==> src/hdl/gbl_pkg.sv <==
// ----------------------------------------------------------------------------
// gbl_pkg
// Shared types, constants and pin-mixing helpers for the bit-banged LCD
// controller core.
// ----------------------------------------------------------------------------
package gbl_pkg;

   // Bus phases of the LCD strobe decoder.
   typedef enum logic [2:0] {
      PH_IDLE   = 3'd0,
      PH_READY  = 3'd1,
      PH_CMD_W  = 3'd2,
      PH_STAT_R = 3'd3,
      PH_DATA_W = 3'd4,
      PH_DATA_R = 3'd5
   } phase_type;

   // Register access codes.
   localparam logic OP_READ  = 1'b0;
   localparam logic OP_WRITE = 1'b1;

   localparam logic [1:0] REG_PORT_D = 2'd0;
   localparam logic [1:0] REG_DIR    = 2'd1;
   localparam logic [1:0] REG_PORT_E = 2'd2;

   // Port D strobe bit positions.
   localparam int unsigned BIT_WR  = 0;
   localparam int unsigned BIT_SEL = 4;
   localparam int unsigned BIT_DC  = 6;
   localparam int unsigned BIT_EN  = 7;

   // Busy flag in the status byte on port E.
   localparam logic [7:0] STATUS_BUSY = 8'h10;

   // LCD command codes.
   localparam logic [7:0] CMD_CONTRAST    = 8'h81;
   localparam logic [7:0] CMD_DISPLAY_OFF = 8'hae;
   localparam logic [7:0] CMD_DISPLAY_ON  = 8'haf;
   localparam logic [7:0] CMD_RMW_ENTER   = 8'he0;
   localparam logic [7:0] CMD_RMW_EXIT    = 8'hee;
   localparam logic [3:0] CMD_GRP_PAGE    = 4'hb;
   localparam logic [3:0] CMD_GRP_COL_HI  = 4'h1;
   localparam logic [3:0] CMD_GRP_COL_LO  = 4'h0;

   // Reset values.
   localparam logic [5:0] CONTRAST_RESET = 6'd38;
   localparam logic [7:0] LATCH_RESET    = 8'hff;
   localparam logic [7:0] DIR_RESET      = 8'h33;

   // Actions that one port D write asks of the datapath.
   typedef struct packed {
      logic cmd_run;
      logic stat_clear;
      logic data_load;
      logic data_store;
      logic primed_set;
   } bus_action_type;

   // One result transaction.
   typedef struct packed {
      logic [7:0] read_data;
      logic       display_on;
      logic [5:0] contrast_level;
   } rsp_type;

   // Nibble mask selected by a two-bit code.
   function automatic logic [7:0] nibble_mask(input logic [1:0] code);
      logic [7:0] m;
      case (code)
         2'd1:    m = 8'h0f;
         2'd2:    m = 8'hf0;
         2'd3:    m = 8'hff;
         default: m = 8'h00;
      endcase
      return m;
   endfunction

   // Pins seen on a port: forced levels where the port is input, else latch.
   function automatic logic [7:0] mix_pins(input logic [7:0] latch,
                                           input logic [1:0] in_code,
                                           input logic [1:0] lvl_code);
      logic [7:0] m;
      m = nibble_mask(in_code);
      return (nibble_mask(lvl_code) & m) | (latch & ~m);
   endfunction

endpackage

==> src/hdl/gbl_rsp_queue.sv <==
// ----------------------------------------------------------------------------
// gbl_rsp_queue
// Two-entry result queue that decouples the engine from the result channel.
// ----------------------------------------------------------------------------
module gbl_rsp_queue (
   input  logic             clock,
   input  logic             reset,
   input  logic             push,
   input  gbl_pkg::rsp_type push_data,
   output logic             full,
   output logic             rsp_valid,
   input  logic             rsp_stall,
   output gbl_pkg::rsp_type rsp_data
);

   logic [1:0]       count_ff, count_in;
   gbl_pkg::rsp_type slot0_ff, slot0_in;
   gbl_pkg::rsp_type slot1_ff, slot1_in;
   logic             pop;

   assign pop       = (count_ff != 2'd0) && !rsp_stall;
   assign full      = (count_ff == 2'd2);
   assign rsp_valid = (count_ff != 2'd0);
   assign rsp_data  = slot0_ff;

   // Queue update for push, pop or both.
   always_comb begin
      count_in = count_ff;
      slot0_in = slot0_ff;
      slot1_in = slot1_ff;
      case ({push, pop})
         2'b10: begin
            if (count_ff == 2'd0) begin
               slot0_in = push_data;
            end else begin
               slot1_in = push_data;
            end
            count_in = count_ff + 2'd1;
         end
         2'b01: begin
            slot0_in = slot1_ff;
            count_in = count_ff - 2'd1;
         end
         2'b11: begin
            if (count_ff == 2'd1) begin
               slot0_in = push_data;
            end else begin
               slot0_in = slot1_ff;
               slot1_in = push_data;
            end
         end
         default: begin
         end
      endcase
   end

   // Fill count.
   always_ff @(posedge clock) begin
      if (reset) begin
         count_ff <= 2'd0;
      end else begin
         count_ff <= count_in;
      end
   end

   // Payload slots.
   always_ff @(posedge clock) begin
      slot0_ff <= slot0_in;
      slot1_ff <= slot1_in;
   end

   // The queue never holds more than two results.
   a_count_range: assert property (@(posedge clock) disable iff (reset)
      count_ff != 2'd3)
      else $error("result queue count out of range");

   // A push into a full queue must come with a pop.
   a_no_overflow: assert property (@(posedge clock) disable iff (reset)
      (push && full) |-> pop)
      else $error("result queue overflow");

endmodule

==> config.mk <==
export PLATFORM = sky130hd
export DESIGN_NAME = gbl_rsp_queue
export DESIGN_NICKNAME = d
export VERILOG_FILES = /design/src/hdl/gbl_pkg.sv /design/src/hdl/gbl_rsp_queue.sv
export SDC_FILE = /design/constraint.sdc
export NUM_CORES = 1
export LEC_CHECK = 0
export BUFFER_PORTS_ARGS = -buffer_cell sky130_fd_sc_hd__buf_2
export CELL_PAD_IN_SITES_DETAIL_PLACEMENT = 0
export CELL_PAD_IN_SITES_GLOBAL_PLACEMENT = 1
export CORE_UTILIZATION = 46
export CTS_CLUSTER_SIZE = 8
export DETAILED_ROUTE_END_ITERATION = 12
export HOLD_SLACK_MARGIN = 0.08
export PLACE_DENSITY = 0.87
export SLEW_MARGIN = 20
export SYNTH_ARGS = -nofsm -noshare
export SYNTH_HDL_FRONTEND = slang
export SYNTH_SLANG_ARGS = --single-unit
export TNS_END_PERCENT = 1
==> constraint.sdc <==
create_clock -name clock -period 6.25 [get_ports clock]
set_clock_uncertainty 0.15 [all_clocks]
set_input_delay 0.625 -clock clock [delete_from_list [all_inputs] [get_ports clock]]
set_output_delay 0.625 -clock clock [all_outputs]
set_load 0.005 [all_outputs]
==> run metrics, run 1 <==
Setup Fix Bufs, Post-CTS=0; vias in the first global route=around 1000; Least-Margin Pin Slew=around 0.8 ns; Die Area=slightly below 0.004 mm^2; mean routed wirelength per cell=13.9 um; clock slew at reported path FFs=around 0.09 ns; most instantiated library cell after synthesis=nand2_1; Leak Pwr=0.834 nW; Worst EP required=about 6.1 ns; initial antenna violation count=0; Final min period=between 2 and 3 ns; Die Ht=between 60 and 70 um; Detailed Route WL=~2900 um; area grow syn2layout=13.8%; fin cells=210; startpoint types=flip-flop; Die Wd=62.1 um; Max Freq=about 380 MHz; Clock Tree Buf Depth=2; GRT Residual Overflow=0; Final ANT Viol Nets=0; RSZ-0062 raised after global routing=no; std cell rows=21; fraction of layout cells with a size suffix above 1=a little over a third; area post-placement=around 0.0018 mm^2; I/O pins=36; setup TNS=0 ns; main flop type after synthesis=edfxtp_1; post-CTS sizing=0; worst setup margin=roughly 3.6 ns; starting density of the core=between 40% and 50%; hpwl dp=approximately 2000 um; GP Congestion=0.714; first-pass GRT wire length=between 4000 and 5000 um; outcome=finished, final reports clean; YS warnings=0; Yosys top cell area share=a little over half; final hold vios=0; largest net degree at the start of global routing=19; pre-CTS WS=3.63 ns; Hold Slack=a little over 0.3 ns; total CTS buffers=5; post-DR vias/cell=5.01; Detailed Routing Iterations Pass 1=4; Final Power=0.655 mW; largest area contributor in the netlist=edfxtp_1; CTS tree=yes; clock sinks=32; GR Util All Layers=about 17%; Relative slew margins=46.9%; # Max-Cap Violations=0; DR DRC count=0; Avg Synthesized Cell Area=13.2 um^2; Post-Synthesis Cells=~130; ant diodes=0; # fillers=approximately 280; async set-or-reset flop fraction in the synthesized netlist=0%; most frequent cells after synthesis=nand2_1 (32), edfxtp_1 (30), a22oi_1 (15), mux2_4 (15), ha_1 (8); crit path max fanout=18; Core Area=0.00339 mm^2; register area share after synthesis=a little under three fifths; PwrDens=around 350 mW/mm^2; final worst path period share=a little over two fifths; EDFF count, synth=30; HP Class=in -> reg; fin. max-slew vios=0; Clock Root Buffer=clkbuf_4; post-synthesis cell type count=17; Hold-fix buffers, CTS=0; clk_lat worst skew=~0.33 ns; Max IR drop VDD=roughly 180 uV; Post-Syn Nets=around 150; final instance area=0.00189 mm^2; port bufs=35; Synth area leaders=edfxtp_1 (54%), mux2_4 (14%), nand2_1 (7.2%), a22oi_1 (6.8%), ha_1 (6.0%); Max H-tree Level=2; detailed-route via count=1053; count of final setup violators=0; critical path type=reg -> reg; placed cell count=about 200; Worst setup EP type=flip-flop; nets=190; Final Util=55.9%; Initial DRC Count=60; FF+latch count, synth=32; synthesized cell area=roughly 0.0017 mm^2; data arrival time of the worst path=2.52 ns
[power by group]
part           internal (mW)  leakage [nW]  switching [mW]  total, mW
logic                  0.106         0.496           0.115      0.222
clock network         0.0412        0.0324          0.0690      0.110
registers              0.305         0.306          0.0178      0.323
[sequential cells by signal (all words and copies together) (netlist names)]
signal / cells
count_ff: 2
rsp_data: 15
slot1_ff: 15
[cell type report]
class,count,area [um^2],share of cell area (%)
Sequential cell,32,941,49.7
Multi-Input combinational cell,81,631,33.3
Timing Repair Buffer,37,190,10.0
Tap cell,46,57.6,3.04
Clock buffer,5,37.5,1.98
Inverter,6,22.5,1.19
Clock inverter,3,13.8,0.727
[placed cells by master, fill, tap and decap left out]
| master | instances |
|---|---|
| buf_2 | 35 |
| nand2_1 | 32 |
| edfxtp_1 | 30 |
| a22oi_1 | 15 |
| mux2_4 | 15 |
| ha_1 | 8 |
| inv_1 | 6 |
| clkbuf_4 | 5 |
| nor2_1 | 3 |
| o21ai_1 | 3 |
| a21oi_1 | 2 |
| clkinv_2 | 2 |
| dfxtp_1 | 2 |
| buf_4 | 2 |
| nor2_8 | 1 |
| xor2_1 | 1 |
| a211oi_1 | 1 |
| clkinv_1 | 1 |
[kinds of logic after synthesis]
family / Yosys count / synth area share, %
and+or+nand+nor: 36 / 9.10
AOI/OAI and AO/OA: 21 / 8.73
xor gates and xnor gates: 1 / 0.527
muxes: 15 / 13.5
DFF: 32 / 56.6
adders and majority gates: 8 / 6.02
buffers and inverters: 13 / 5.49
[worst paths after layout]
check	start	depth (start not counted)	slack (ns)	end
setup / recovery	count_ff[0]	7	3.62	slot1_ff[0]
hold / removal	reset	2	0.30	count_ff[0]
setup reg to reg	count_ff[0]	7	3.62	slot1_ff[0]
hold reg to reg	count_ff[0]	2	0.37	count_ff[0]
[worst max-delay path, cell delays in order, from the launching register on]
cell and delay, ns:
dfxtp_1 0.41, inv_1 0.08, ha_1 0.23, nor2_1 0.24, ha_1 0.73, o21ai_1 0.10
a21oi_1 0.14, buf_4 0.24
[per-layer routing]
| layer | routed length [um] | GRT usage, % | vias to the layer above |
|---|---|---|---|
| li1 | - | - | 527 |
| met1 | 1210 | 19.3 | 488 |
| met2 | 1500 | 27.5 | 34 |
| met3 | 167 | 5.33 | 4 |
| met4 | 36 | 9.01 | 0 |
| met5 | 0 | 0 | - |
No activity file was read; power rests on OpenSTA's default activity.
==> run 2, diff against run 1 <==
--- a/config.mk
+++ b/config.mk
@@ -8,11 +8,11 @@
 export BUFFER_PORTS_ARGS = -buffer_cell sky130_fd_sc_hd__buf_2
 export CELL_PAD_IN_SITES_DETAIL_PLACEMENT = 0
 export CELL_PAD_IN_SITES_GLOBAL_PLACEMENT = 1
-export CORE_UTILIZATION = 46
+export CORE_UTILIZATION = 43
 export CTS_CLUSTER_SIZE = 8
 export DETAILED_ROUTE_END_ITERATION = 12
 export HOLD_SLACK_MARGIN = 0.08
-export PLACE_DENSITY = 0.87
+export PLACE_DENSITY = 0.83
 export SLEW_MARGIN = 20
 export SYNTH_ARGS = -nofsm -noshare
 export SYNTH_HDL_FRONTEND = slang
==> constraint.sdc (replaced) <==
create_clock -name clock -period 2.7 [get_ports clock]
set_clock_uncertainty 0.15 [all_clocks]
set_input_delay 0.27 -clock clock [delete_from_list [all_inputs] [get_ports clock]]
set_output_delay 0.27 -clock clock [all_outputs]
set_load 0.005 [all_outputs]
==> run 2 against run 1 <==
Compared with the run above: sequential power grew 130%; global-route usage rose by 0.42 points; core utilization up 1.1 points; maximum frequency up 16%; design area rose by 11%; clock-buffer cell count rose by 2; largest power group unchanged; worst setup slack got worse by 3.2 ns; critical endpoint is now rsp_data[12].
==> run metrics, run 2 (same netlist as run 1, synthesis figures left out) <==
clock share of power=between 20% and 30%; Clock Tree Buf Depth=2; slowest stage delay, CP=0.53 ns; clk_lat worst skew=0.27 ns; count of final setup violators=0; Leak Pwr=between 0.9 and 1 nW; clock slew at reported path FFs=approximately 0.060 ns; ant diodes=0; GRT Residual Overflow=0; Die Wd=between 60 and 70 um; # Max-Cap Violations=0; nets=around 210; Relative slew margins=65.5%; Clock Root Buffer=clkbuf_8; CTS tree=yes; most frequent cells in the layout=buf_2 (35), nand2_1 (32), edfxtp_1 (30); clock sinks=32; Setup Fix Bufs, Post-CTS=0; Core Area=between 0.003 and 0.004 mm^2; internal power=around 1.2 mW; Logic pwr share=33.1%; Final Util=a little under three fifths; Hold Slack=0.362 ns; CP Cell Sequence=inv_1, ha_1, nor2_1, ha_1, nor2_8, a22oi_1, nand2_1; CP Buf/Inv Count=1; cell count of the worst hold path=2; mean routed wirelength per cell=13.5 um; Final min period=2.27 ns; HP Class=reg -> reg; PwrDens=between 700 and 800 mW/mm^2; setup TNS=0 ns; Final Power=~1.6 mW; critical path depth=7; FF-to-FF Start=count_ff[0]; crit path max fanout=15; total CTS buffers=5; switching pwr=about 0.47 mW; GR Util All Layers=around 17%; starting density of the core=between 40% and 50%; worst setup margin=0.427 ns; area grow syn2layout=26.3%; pre-CTS WS=approximately 0.42 ns; Worst EP required=around 2.6 ns; Final ANT Viol Nets=0; Worst setup EP type=flip-flop; Hold Crit Start=count_ff[0]; DR DRC count=0; RSZ-0062 raised after global routing=no; GP Congestion=0.722; Die Area=roughly 0.0041 mm^2; Die Ht=64.2 um; Switching Fraction=around 29%; slowest CP cell=ha_1; worst r2r path cells=7; Worst path top cell family by delay=adder cells; Max Freq=~440 MHz; Least-Margin Pin Slew=0.517 ns; Critical Path Most Common Cell=ha_1; most common cell after layout, fill and taps aside=buf_2; Detailed Route WL=3100 um; initial antenna violation count=0; outcome=finished, final reports clean; final hold vios=0; detailed-route via count=between 1000 and 1500; startpoint types=flip-flop; I/O pins=36; Initial DRC Count=39; fin. max-slew vios=0; fraction of layout cells with a size suffix above 1=approximately 33%; final worst path period share=around 84%; port bufs=35; hpwl dp=between 2000 and 2500 um; Max IR drop VDD=between 400 and 500 uV; post-DR vias/cell=4.88; Detailed Routing Iterations Pass 1=4; critical path type=reg -> reg; vias in the first global route=between 1000 and 1500; first-pass GRT wire length=approximately 5300 um; Max H-tree Level=2; R2R Setup Slk=between 0.4 and 0.5 ns; std cell rows=22; largest net degree at the start of global routing=16; Flop pwr share=46.1%; r2r endpoint=rsp_data[12]; hold path endpoint=count_ff[0]; data arrival time of the worst path=2.14 ns
==> run 2: cell type report <==
| cell class | count | area, um^2 |
|---|---|---|
| repair buffers | 55 | 365 |
| multi-input cells | 81 | 631 |
| inverters | 6 | 22.5 |
| flip-flops and latches | 32 | 941 |
| clock buffers | 7 | 76.3 |
| clock inverters | 1 | 3.75 |
| well taps | 48 | 60.1 |
| fillers | 298 | 1590 |
==> run 2: worst max-delay path by stage <==
stage                           start            to
after floorplan           count_ff[0]   slot1_ff[0]
after global placement    count_ff[0]   slot1_ff[1]
after detailed placement  count_ff[0]  rsp_data[12]
after CTS                 count_ff[0]  rsp_data[12]
after global routing      count_ff[0]   rsp_data[6]
final                     count_ff[0]  rsp_data[12]
==> run 2: power by group through the flow <==
stage          logic, mW  registers [mW]  clock network [mW]
6_report           0.537           0.749               0.337
5_1_grt            0.596           0.763               0.362
4_1_cts            0.542           0.749               0.345
3_5_place_dp       0.521           0.760                   0
3_3_place_gp       0.504           0.752                   0
2_1_floorplan      0.364           0.768                   0
==> run 2: layer usage <==
layer / GRT usage (%) / wire length [um] / up-vias
met5: 0 / 0 / -
met4: 5.28 / 17 / 0
met3: 5.18 / 107 / 4
met2: 30.9 / 1670 / 21
met1: 19.2 / 1300 / 534
li1: - / - / 564
==> run 2: stage by stage <==
| step | instance area, um^2 | instances |
|---|---|---|
| 2_1_floorplan | 1660 | 126 |
| 3_3_place_gp | 1860 | 206 |
| 3_5_place_dp | 1860 | 206 |
| 4_1_cts | 2100 | 230 |
| 5_1_grt | 2100 | 230 |
| 6_report | 2100 | 230 |
==> run 2: repair_timing <==
item | 4_1_cts | 5_1_grt
hold endpoints to repair | 17 | 0
hold buffers | 16 | 0
gates resized for setup | 0 | 0
==> run 2: worst reg2reg max path, stage by stage, from the launching register on <==
cell,delay (ns)
dfxtp_1,0.39
inv_1,0.08
ha_1,0.23
nor2_1,0.23
ha_1,0.53
nor2_8,0.12
a22oi_1,0.18
nand2_1,0.10
