`src/hdl/gbl_pkg.sv`:
```
// ----------------------------------------------------------------------------
// gbl_pkg
// Shared types, constants and pin-mixing helpers for the bit-banged LCD
// controller core.
// ----------------------------------------------------------------------------
package gbl_pkg;

   // Bus phases of the LCD strobe decoder.
   typedef enum logic [2:0] {
      PH_IDLE   = 3'd0,
      PH_READY  = 3'd1,
      PH_CMD_W  = 3'd2,
      PH_STAT_R = 3'd3,
      PH_DATA_W = 3'd4,
      PH_DATA_R = 3'd5
   } phase_type;

   // Register access codes.
   localparam logic OP_READ  = 1'b0;
   localparam logic OP_WRITE = 1'b1;

   localparam logic [1:0] REG_PORT_D = 2'd0;
   localparam logic [1:0] REG_DIR    = 2'd1;
   localparam logic [1:0] REG_PORT_E = 2'd2;

   // Port D strobe bit positions.
   localparam int unsigned BIT_WR  = 0;
   localparam int unsigned BIT_SEL = 4;
   localparam int unsigned BIT_DC  = 6;
   localparam int unsigned BIT_EN  = 7;

   // Busy flag in the status byte on port E.
   localparam logic [7:0] STATUS_BUSY = 8'h10;

   // LCD command codes.
   localparam logic [7:0] CMD_CONTRAST    = 8'h81;
   localparam logic [7:0] CMD_DISPLAY_OFF = 8'hae;
   localparam logic [7:0] CMD_DISPLAY_ON  = 8'haf;
   localparam logic [7:0] CMD_RMW_ENTER   = 8'he0;
   localparam logic [7:0] CMD_RMW_EXIT    = 8'hee;
   localparam logic [3:0] CMD_GRP_PAGE    = 4'hb;
   localparam logic [3:0] CMD_GRP_COL_HI  = 4'h1;
   localparam logic [3:0] CMD_GRP_COL_LO  = 4'h0;

   // Reset values.
   localparam logic [5:0] CONTRAST_RESET = 6'd38;
   localparam logic [7:0] LATCH_RESET    = 8'hff;
   localparam logic [7:0] DIR_RESET      = 8'h33;

   // Actions that one port D write asks of the datapath.
   typedef struct packed {
      logic cmd_run;
      logic stat_clear;
      logic data_load;
      logic data_store;
      logic primed_set;
   } bus_action_type;

   // One result transaction.
   typedef struct packed {
      logic [7:0] read_data;
      logic       display_on;
      logic [5:0] contrast_level;
   } rsp_type;

   // Nibble mask selected by a two-bit code.
   function automatic logic [7:0] nibble_mask(input logic [1:0] code);
      logic [7:0] m;
      case (code)
         2'd1:    m = 8'h0f;
         2'd2:    m = 8'hf0;
         2'd3:    m = 8'hff;
         default: m = 8'h00;
      endcase
      return m;
   endfunction

   // Pins seen on a port: forced levels where the port is input, else latch.
   function automatic logic [7:0] mix_pins(input logic [7:0] latch,
                                           input logic [1:0] in_code,
                                           input logic [1:0] lvl_code);
      logic [7:0] m;
      m = nibble_mask(in_code);
      return (nibble_mask(lvl_code) & m) | (latch & ~m);
   endfunction

endpackage

```
`src/hdl/gbl_engine.sv`:
```
// ----------------------------------------------------------------------------
// gbl_engine
// GPIO register file, pin mixing, LCD bus-phase decoder, command decoder and
// frame store access sequencing, including the clearing pass after reset.
// ----------------------------------------------------------------------------
module gbl_engine #(
   parameter int PAGE_COUNT   = 8,
   parameter int COLUMN_COUNT = 192,
   localparam int DEPTH = PAGE_COUNT * COLUMN_COUNT,
   localparam int AW    = (DEPTH > 1) ? $clog2(DEPTH) : 1
) (
   input  logic             clock,
   input  logic             reset,
   input  logic             accept,
   input  logic             req_operation,
   input  logic [1:0]       req_register_select,
   input  logic [7:0]       req_write_data,
   output gbl_pkg::rsp_type result,
   output logic             busy,
   output logic             ram_we,
   output logic [AW-1:0]    ram_waddr,
   output logic [7:0]       ram_wdata,
   output logic             ram_re,
   output logic [AW-1:0]    ram_raddr,
   input  logic [7:0]       ram_rdata
);

   // Register state.
   gbl_pkg::phase_type phase_ff, phase_in;
   logic [7:0] d_latch_ff, d_latch_in;
   logic [7:0] e_latch_ff, e_latch_in;
   logic [7:0] dir_ff, dir_in;
   logic [7:0] e_pins_ff, e_pins_in;
   logic       load_pend_ff, load_pend_in;
   logic [7:0] page_ff, page_in;
   logic [7:0] col_ff, col_in;
   logic [7:0] saved_col_ff, saved_col_in;
   logic       rmw_ff, rmw_in;
   logic       primed_ff, primed_in;
   logic [5:0] contrast_ff, contrast_in;
   logic       contrast_exp_ff, contrast_exp_in;
   logic       display_ff, display_in;
   logic       clearing_ff, clearing_in;
   logic [AW-1:0] clr_addr_ff, clr_addr_in;

   // Working signals.
   gbl_pkg::bus_action_type act;
   logic [7:0]    e_eff;
   logic [7:0]    d_mix;
   logic [7:0]    e_mix;
   logic [7:0]    bus_pins;
   logic          bus_go;
   logic          addr_ok;
   logic [AW-1:0] store_addr;
   logic [7:0]    col_adv;
   logic [7:0]    page_adv;
   logic [7:0]    rd;
   logic          item_we;
   logic          item_re;

   // Port E pins take the frame store data in the cycle after a data read.
   assign e_eff = load_pend_ff ? ram_rdata : e_pins_ff;

   // Pins as mixed from the current latches and control byte.
   assign d_mix = gbl_pkg::mix_pins(d_latch_ff, dir_ff[1:0], dir_ff[3:2]);
   assign e_mix = gbl_pkg::mix_pins(e_latch_ff, dir_ff[5:4], dir_ff[7:6]);

   // Port D pins after a port D write; these drive the bus decoder.
   assign bus_pins = gbl_pkg::mix_pins(req_write_data, dir_ff[1:0], dir_ff[3:2]);
   assign bus_go   = accept && (req_operation == gbl_pkg::OP_WRITE) &&
                     (req_register_select == gbl_pkg::REG_PORT_D);

   // Frame store address and range check.
   assign addr_ok    = (page_ff < 8'(PAGE_COUNT)) &&
                       ({1'b0, col_ff} < 9'(COLUMN_COUNT));
   assign store_addr = AW'(int'(page_ff) * COLUMN_COUNT + int'(col_ff));

   // Column advance with wrap into the next page.
   always_comb begin
      if (({1'b0, col_ff} + 9'd1) < 9'(COLUMN_COUNT)) begin
         col_adv  = col_ff + 8'd1;
         page_adv = page_ff;
      end else begin
         col_adv  = 8'd0;
         page_adv = page_ff + 8'd1;
      end
   end

   // Bus phase: next state.
   always_comb begin
      phase_in = phase_ff;
      if (bus_go) begin
         unique case (phase_ff)
            gbl_pkg::PH_IDLE: begin
               if (!bus_pins[gbl_pkg::BIT_SEL]) phase_in = gbl_pkg::PH_READY;
            end
            gbl_pkg::PH_READY: begin
               if (bus_pins[gbl_pkg::BIT_SEL]) begin
                  phase_in = gbl_pkg::PH_IDLE;
               end else if (bus_pins[gbl_pkg::BIT_DC]) begin
                  if (bus_pins[gbl_pkg::BIT_WR]) begin
                     if (!bus_pins[gbl_pkg::BIT_EN]) phase_in = gbl_pkg::PH_DATA_W;
                  end else if (bus_pins[gbl_pkg::BIT_EN]) begin
                     phase_in = gbl_pkg::PH_DATA_R;
                  end
               end else if (bus_pins[gbl_pkg::BIT_WR]) begin
                  if (!bus_pins[gbl_pkg::BIT_EN]) phase_in = gbl_pkg::PH_CMD_W;
               end else if (bus_pins[gbl_pkg::BIT_EN]) begin
                  phase_in = gbl_pkg::PH_STAT_R;
               end
            end
            gbl_pkg::PH_CMD_W: begin
               if (bus_pins[gbl_pkg::BIT_EN]) phase_in = gbl_pkg::PH_READY;
            end
            gbl_pkg::PH_STAT_R: begin
               if (bus_pins[gbl_pkg::BIT_WR]) phase_in = gbl_pkg::PH_READY;
            end
            gbl_pkg::PH_DATA_W: begin
               phase_in = gbl_pkg::PH_READY;
            end
            gbl_pkg::PH_DATA_R: begin
               if (bus_pins[gbl_pkg::BIT_WR]) phase_in = gbl_pkg::PH_READY;
            end
            default: begin
               phase_in = gbl_pkg::PH_IDLE;
            end
         endcase
      end
   end

   // Bus phase: actions requested of the datapath.
   always_comb begin
      act = '0;
      if (bus_go) begin
         unique case (phase_ff)
            gbl_pkg::PH_READY: begin
               if (!bus_pins[gbl_pkg::BIT_SEL] && !bus_pins[gbl_pkg::BIT_WR] &&
                   bus_pins[gbl_pkg::BIT_EN]) begin
                  act.data_load  = bus_pins[gbl_pkg::BIT_DC];
                  act.stat_clear = !bus_pins[gbl_pkg::BIT_DC];
               end
            end
            gbl_pkg::PH_CMD_W: begin
               act.cmd_run = bus_pins[gbl_pkg::BIT_EN];
            end
            gbl_pkg::PH_DATA_W: begin
               act.data_store = !bus_pins[gbl_pkg::BIT_SEL] &&
                                bus_pins[gbl_pkg::BIT_DC] &&
                                bus_pins[gbl_pkg::BIT_WR] &&
                                bus_pins[gbl_pkg::BIT_EN];
            end
            gbl_pkg::PH_DATA_R: begin
               act.primed_set = bus_pins[gbl_pkg::BIT_WR];
            end
            default: begin
            end
         endcase
      end
   end

   // Register access, commands and frame store sequencing.
   always_comb begin
      d_latch_in      = d_latch_ff;
      e_latch_in      = e_latch_ff;
      dir_in          = dir_ff;
      e_pins_in       = e_eff;
      load_pend_in    = 1'b0;
      page_in         = page_ff;
      col_in          = col_ff;
      saved_col_in    = saved_col_ff;
      rmw_in          = rmw_ff;
      primed_in       = primed_ff;
      contrast_in     = contrast_ff;
      contrast_exp_in = contrast_exp_ff;
      display_in      = display_ff;
      rd              = 8'd0;
      item_we         = 1'b0;
      item_re         = 1'b0;
      if (accept) begin
         if (req_operation == gbl_pkg::OP_READ) begin
            case (req_register_select)
               gbl_pkg::REG_PORT_D: rd = d_mix;
               gbl_pkg::REG_DIR:    rd = dir_ff;
               default:             rd = e_eff;
            endcase
         end else begin
            case (req_register_select)
               gbl_pkg::REG_PORT_E: begin
                  e_latch_in = req_write_data;
                  e_pins_in  = gbl_pkg::mix_pins(req_write_data, dir_ff[5:4],
                                                 dir_ff[7:6]);
               end
               gbl_pkg::REG_DIR: begin
                  dir_in    = req_write_data;
                  e_pins_in = gbl_pkg::mix_pins(e_latch_ff, req_write_data[5:4],
                                                req_write_data[7:6]);
               end
               gbl_pkg::REG_PORT_D: begin
                  d_latch_in = req_write_data;
                  e_pins_in  = e_mix;
                  // Status read reports not busy.
                  if (act.stat_clear) begin
                     e_pins_in = e_mix & ~gbl_pkg::STATUS_BUSY;
                  end
                  // Data read loads port E from the frame store.
                  if (act.data_load && primed_ff && addr_ok) begin
                     item_re      = 1'b1;
                     load_pend_in = 1'b1;
                     if (!rmw_ff) begin
                        col_in  = col_adv;
                        page_in = page_adv;
                     end
                  end
                  // Data write stores port E; the column advances regardless.
                  if (act.data_store) begin
                     item_we = addr_ok;
                     col_in  = col_adv;
                     page_in = page_adv;
                  end
                  if (act.primed_set) begin
                     primed_in = 1'b1;
                  end
                  // Command decode on the port E pins.
                  if (act.cmd_run) begin
                     if (contrast_exp_ff) begin
                        contrast_in     = e_mix[5:0];
                        contrast_exp_in = 1'b0;
                     end else if (e_mix == gbl_pkg::CMD_CONTRAST) begin
                        contrast_exp_in = 1'b1;
                     end else if (e_mix[7:4] == gbl_pkg::CMD_GRP_PAGE) begin
                        page_in   = {4'd0, e_mix[3:0]};
                        primed_in = 1'b0;
                     end else if (e_mix[7:4] == gbl_pkg::CMD_GRP_COL_HI) begin
                        col_in    = {e_mix[3:0], col_ff[3:0]};
                        primed_in = 1'b0;
                     end else if (e_mix[7:4] == gbl_pkg::CMD_GRP_COL_LO) begin
                        col_in    = {col_ff[7:4], e_mix[3:0]};
                        primed_in = 1'b0;
                     end else if (e_mix == gbl_pkg::CMD_DISPLAY_OFF ||
                                  e_mix == gbl_pkg::CMD_DISPLAY_ON) begin
                        display_in = (e_mix == gbl_pkg::CMD_DISPLAY_ON);
                     end else if (e_mix == gbl_pkg::CMD_RMW_ENTER) begin
                        saved_col_in = col_ff;
                        rmw_in       = 1'b1;
                        primed_in    = 1'b0;
                     end else if (e_mix == gbl_pkg::CMD_RMW_EXIT && rmw_ff) begin
                        col_in    = saved_col_ff;
                        rmw_in    = 1'b0;
                        primed_in = 1'b0;
                     end
                  end
               end
               default: begin
               end
            endcase
         end
      end
   end

   // Clearing pass over the frame store after reset.
   always_comb begin
      clearing_in = clearing_ff;
      clr_addr_in = clr_addr_ff;
      if (clearing_ff) begin
         clr_addr_in = clr_addr_ff + AW'(1);
         if (clr_addr_ff == AW'(DEPTH - 1)) begin
            clearing_in = 1'b0;
         end
      end
   end

   // Frame store port control.
   assign ram_we    = clearing_ff || item_we;
   assign ram_waddr = clearing_ff ? clr_addr_ff : store_addr;
   assign ram_wdata = clearing_ff ? 8'd0 : e_mix;
   assign ram_re    = item_re;
   assign ram_raddr = store_addr;
   assign busy      = clearing_ff;

   // Result of this transaction.
   assign result.read_data      = rd;
   assign result.display_on     = display_in;
   assign result.contrast_level = contrast_in;

   // State registers.
   always_ff @(posedge clock) begin
      if (reset) begin
         phase_ff        <= gbl_pkg::PH_IDLE;
         d_latch_ff      <= gbl_pkg::LATCH_RESET;
         e_latch_ff      <= gbl_pkg::LATCH_RESET;
         dir_ff          <= gbl_pkg::DIR_RESET;
         e_pins_ff       <= gbl_pkg::mix_pins(gbl_pkg::LATCH_RESET,
                                              gbl_pkg::DIR_RESET[5:4],
                                              gbl_pkg::DIR_RESET[7:6]);
         load_pend_ff    <= 1'b0;
         page_ff         <= 8'd0;
         col_ff          <= 8'd0;
         saved_col_ff    <= 8'd0;
         rmw_ff          <= 1'b0;
         primed_ff       <= 1'b0;
         contrast_ff     <= gbl_pkg::CONTRAST_RESET;
         contrast_exp_ff <= 1'b0;
         display_ff      <= 1'b0;
         clearing_ff     <= 1'b1;
         clr_addr_ff     <= '0;
      end else begin
         phase_ff        <= phase_in;
         d_latch_ff      <= d_latch_in;
         e_latch_ff      <= e_latch_in;
         dir_ff          <= dir_in;
         e_pins_ff       <= e_pins_in;
         load_pend_ff    <= load_pend_in;
         page_ff         <= page_in;
         col_ff          <= col_in;
         saved_col_ff    <= saved_col_in;
         rmw_ff          <= rmw_in;
         primed_ff       <= primed_in;
         contrast_ff     <= contrast_in;
         contrast_exp_ff <= contrast_exp_in;
         display_ff      <= display_in;
         clearing_ff     <= clearing_in;
         clr_addr_ff     <= clr_addr_in;
      end
   end

   // No transaction reaches the frame store during the clearing pass.
   a_no_access_clearing: assert property (@(posedge clock) disable iff (reset)
      clearing_ff |-> !item_re && !item_we)
      else $error("frame store access during clearing pass");

   // A pending port E load always follows a frame store read.
   a_load_follows_read: assert property (@(posedge clock) disable iff (reset)
      ram_re |=> load_pend_ff)
      else $error("frame store read without pending load");

   // A transaction never both reads and writes the frame store.
   a_rw_exclusive: assert property (@(posedge clock) disable iff (reset)
      !(item_re && item_we))
      else $error("frame store read and write in one transaction");

endmodule

```
`config.mk`:
```
export PLATFORM = sky130hd
export DESIGN_NAME = gbl_engine
export DESIGN_NICKNAME = d
export VERILOG_FILES = /design/src/hdl/gbl_pkg.sv /design/src/hdl/gbl_engine.sv
export SDC_FILE = /design/constraint.sdc
export NUM_CORES = 1
export LEC_CHECK = 0
export BUFFER_PORTS_ARGS = -buffer_cell sky130_fd_sc_hd__buf_4
export CAP_MARGIN = 10
export CORE_MARGIN = 2
export CORE_UTILIZATION = 30
export CTS_CLUSTER_SIZE = 28
export DETAILED_ROUTE_END_ITERATION = 8
export PLACE_DENSITY_LB_ADDON = 0.05
export SYNTH_ARGS = -nofsm -noshare
export SYNTH_HDL_FRONTEND = slang
export SYNTH_SLANG_ARGS = --single-unit
```
`constraint.sdc`:
```
create_clock -name clock -period 4.25 [get_ports clock]
set_input_delay 0.85 -clock clock [delete_from_list [all_inputs] [get_ports clock]]
set_output_delay 0.85 -clock clock [all_outputs]
set_load 0.05 [all_outputs]
```
==> summary.txt <==
Synthesis
  – Synth top area share: 0.307
  – Primary FF master, synth: dfxtp_1
  – Count leader, synth: dfxtp_1
  – Top post-synthesis cells by area: dfxtp_1, nand2_1, mux2i_1
  – Asr flop ratio synth: 0
  – Sequential share of the synthesized area: 0.307
  – Largest area contributor in the netlist: dfxtp_1
  – Post-Syn Nets: 716
  – Cell count after synthesis: 684
  – Warnings from Yosys: 0
  – Top cells by count, synth: dfxtp_1, nand2_1, nor2_1
  – #FFs+latches synth: 82
  – Number of synthesized flops with an enable pin: 0
  – Mapped Area: 5350 um2
  – Number of library cell types mapped by synthesis: 75
  – Syn Area/Cell: 7.82 um2

Floorplanning
  – Die Ht: 138 um
  – Site row count: 48
  – Core ar.: 17400 um2
  – I/O pin count: 70
  – Die area: 18900 um2
  – Initial Utilization: 0.308
  – Die width: 138 um

Worst hold path
  – Hold EP: saved_col_ff[3]
  – Hold path cells: 2
  – HP Start: saved_col_ff[3]
  – HP Class: flip-flop to flip-flop

Critical path
  – R2r worst-path depth: 6
  – CP max-delay cell: and4bb_2
  – Crit path kind: input pin to output pin
  – Setup crit end kind: output pin
  – Crit start category: input pin
  – Critical Path, Cell by Cell: buf_4, and4bb_2, and3_1, and4_4, and3_1, a22o_1, buf_4
  – Critical R2R Launch: col_ff[7]
  – FF-to-FF End: page_ff[2]
  – Critical path arrival: 2730 ps
  – Bufs and invs on worst path: 2
  – CP Data Required Time: 3400 ps
  – Max incr delay on CP: 390 ps
  – R2r setup slk: 1600 ps
  – Largest delay share family, worst path: simple AND/OR/NAND/NOR gates
  – Worst Path Max Fanout: 32

STA
  – RSZ-0062 raised after global routing: false
  – Setup tns final: 0 ps
  – Slew HR: 0.236
  – Tcrit/Tclk final: 0.843
  – Final setup fails: 0
  – Fin Clk Skew: 7.97 ps
  – Final slew viol count: 0
  – Worst-margin pin slew: 1140 ps
  – Max Freq: 279 MHz
  – Min Hold Slack: 456 ps
  – Minimum clock period: 3580 ps
  – Final hold vios: 0

Final layout
  – # fillers: 1851
  – ANT cells: 0
  – Layout cells sized above 1: 0.187
  – Layout Area Growth over Synthesis: 18.0%
  – Final #Nets: 751

Run status
  – Status: completed

Clocking
  – Clk Latency, worst-skew pair: 350 ps
  – Hold_buf cts: 0
  – Postcts setup bufs: 0
  – H-Tree Level Count: 3
  – Reg clk slew, reported paths: 50 ps
  – CTS Buffer Depth: 2
  – Post-CTS Resized: 0
  – Inserted Clock Buffers: 9
  – Clock Sinks: 82
  – CTS root buffer: clkbuf_16
  – CTS tree: yes

Global route
  – Pin count of the biggest net entering global routing: 52
  – First-pass GRT wire length: 27700 um
  – GR Util All Layers: 0.194
  – Vias in the first global route: 4820
  – GR Overflow Total: 0
  – Initial antenna violation count: 0

Flow run
  – Max-cap check violation count: 0

Power
  – Max VDD drop: 0.260 mV
  – PwrDens: 310 nW/um2
  – Static leakage: 2.47 nW

Routing
  – TritonRoute pass-1 iters: 4
  – Detail Route Antenna Nets: 0
  – Detailed Route WL: 18000 um
  – Via count: 5235
  – DR iter-0 viols: 437
  – Via/cell ratio: 5.52
  – Mean routed wirelength per cell: 18.9 um
  – DR DRC count: 0

Placed design
  – Routability cong.: 0.856
  – Post-DP HPWL: 13300 um
  – IO buf count: 69
-- stage by stage --
stage	area [um2]	utilization	instances	worst slack, ps	total power (W)
finish	6310	0.364	948	666	0.00196
CTS	6310	0.364	948	679	0.00199
global placement	5950	0.343	933	735	0.00102
detailed placement	5950	0.343	933	687	0.00102
floorplan	5350	-	684	499	0.000943
global route	6310	0.364	948	504	0.00204
-- logic make-up (layout without fill, tap and decap cells) --
kind of cell             count (synthesis)  count (layout)  share of synthesized area
adder cells (fa/ha/maj)                 10              10                     0.0262
XOR/XNOR                                21              21                     0.0344
AND/OR/NAND/NOR                        282             282                      0.278
multiplexers                            42              42                     0.0828
buffers and inverters                   76             115                     0.0674
AO/OA/AOI/OAI                          171             171                      0.204
flip-flops                              82              82                      0.307
-- worst min-delay path, cell delays in order, from the launching register on --
cell and delay, ps:
dfxtp_1 310, nand2_1 50, a21oi_1 50
-- worst max path at each step --
stage | startpoint | endpoint | slack (ps) | depth (start not counted)
floorplan | page_ff[0] | ram_waddr[10] | 500 | 8
global placement | req_register_select[0] | result[6] | 740 | 7
detailed placement | req_register_select[0] | result[6] | 690 | 7
CTS | req_register_select[0] | result[6] | 680 | 7
global route | page_ff[0] | ram_waddr[10] | 500 | 9
finish | req_register_select[0] | result[6] | 670 | 7
-- power breakdown --
group          total, W  internal (W)  leakage, nW  switching [W]
clock network  0.000958      0.000631        0.169       0.000328
logic          0.000197     0.0000690         1.63       0.000128
registers      0.000803      0.000784        0.665      0.0000190
-- registers in the layout, summed over array words and instances, names as in the netlist, 3 cells and up --
| register | cells |
|---|---|
| page_ff | 8 |
| dir_ff | 8 |
| d_latch_ff | 8 |
| phase_ff | 3 |
| saved_col_ff | 8 |
| e_latch_ff | 8 |
| clr_addr_ff | 11 |
| e_pins_ff | 8 |
| contrast_ff | 6 |
| col_ff | 8 |
-- cells in the final DEF (no fill, tap or decap), drive strengths merged, types with 4 or more instances in the layout --
cell	count
o211ai	14
o21ai	35
nor2	64
nand4	16
and2	11
nor2b	5
inv	17
and3	8
and4	4
clkbuf	10
buf	82
o22ai	9
a31oi	9
a21oi	47
mux2	15
mux2i	27
xnor2	7
dfxtp	82
nor4	10
nor3b	5
or3	5
nand2	75
ha	8
nor3	14
bufinv	4
nand3	32
a211oi	28
nand2b	17
xor2	14
-- final cells by class --
| cell class | count | area (um2) | share of cell area |
|---|---|---|---|
| Clock buffer | 10 | 229 | 0.0363 |
| Clock inverter | 5 | 128 | 0.0202 |
| Inverter | 18 | 67.6 | 0.0107 |
| Multi-Input combinational cell | 526 | 3350 | 0.530 |
| Sequential cell | 82 | 1640 | 0.260 |
| Tap cell | 225 | 282 | 0.0446 |
| Timing Repair Buffer | 82 | 616 | 0.0976 |
-- layer usage --
metal	share of wire	up-vias	track usage
li1	-	2536	-
met5	0	-	0
met4	0.017	0	0.0641
met2	0.43	125	0.282
met3	0.041	17	0.0331
met1	0.51	2557	0.287
Note: power is estimated with default switching activity, not from simulation.
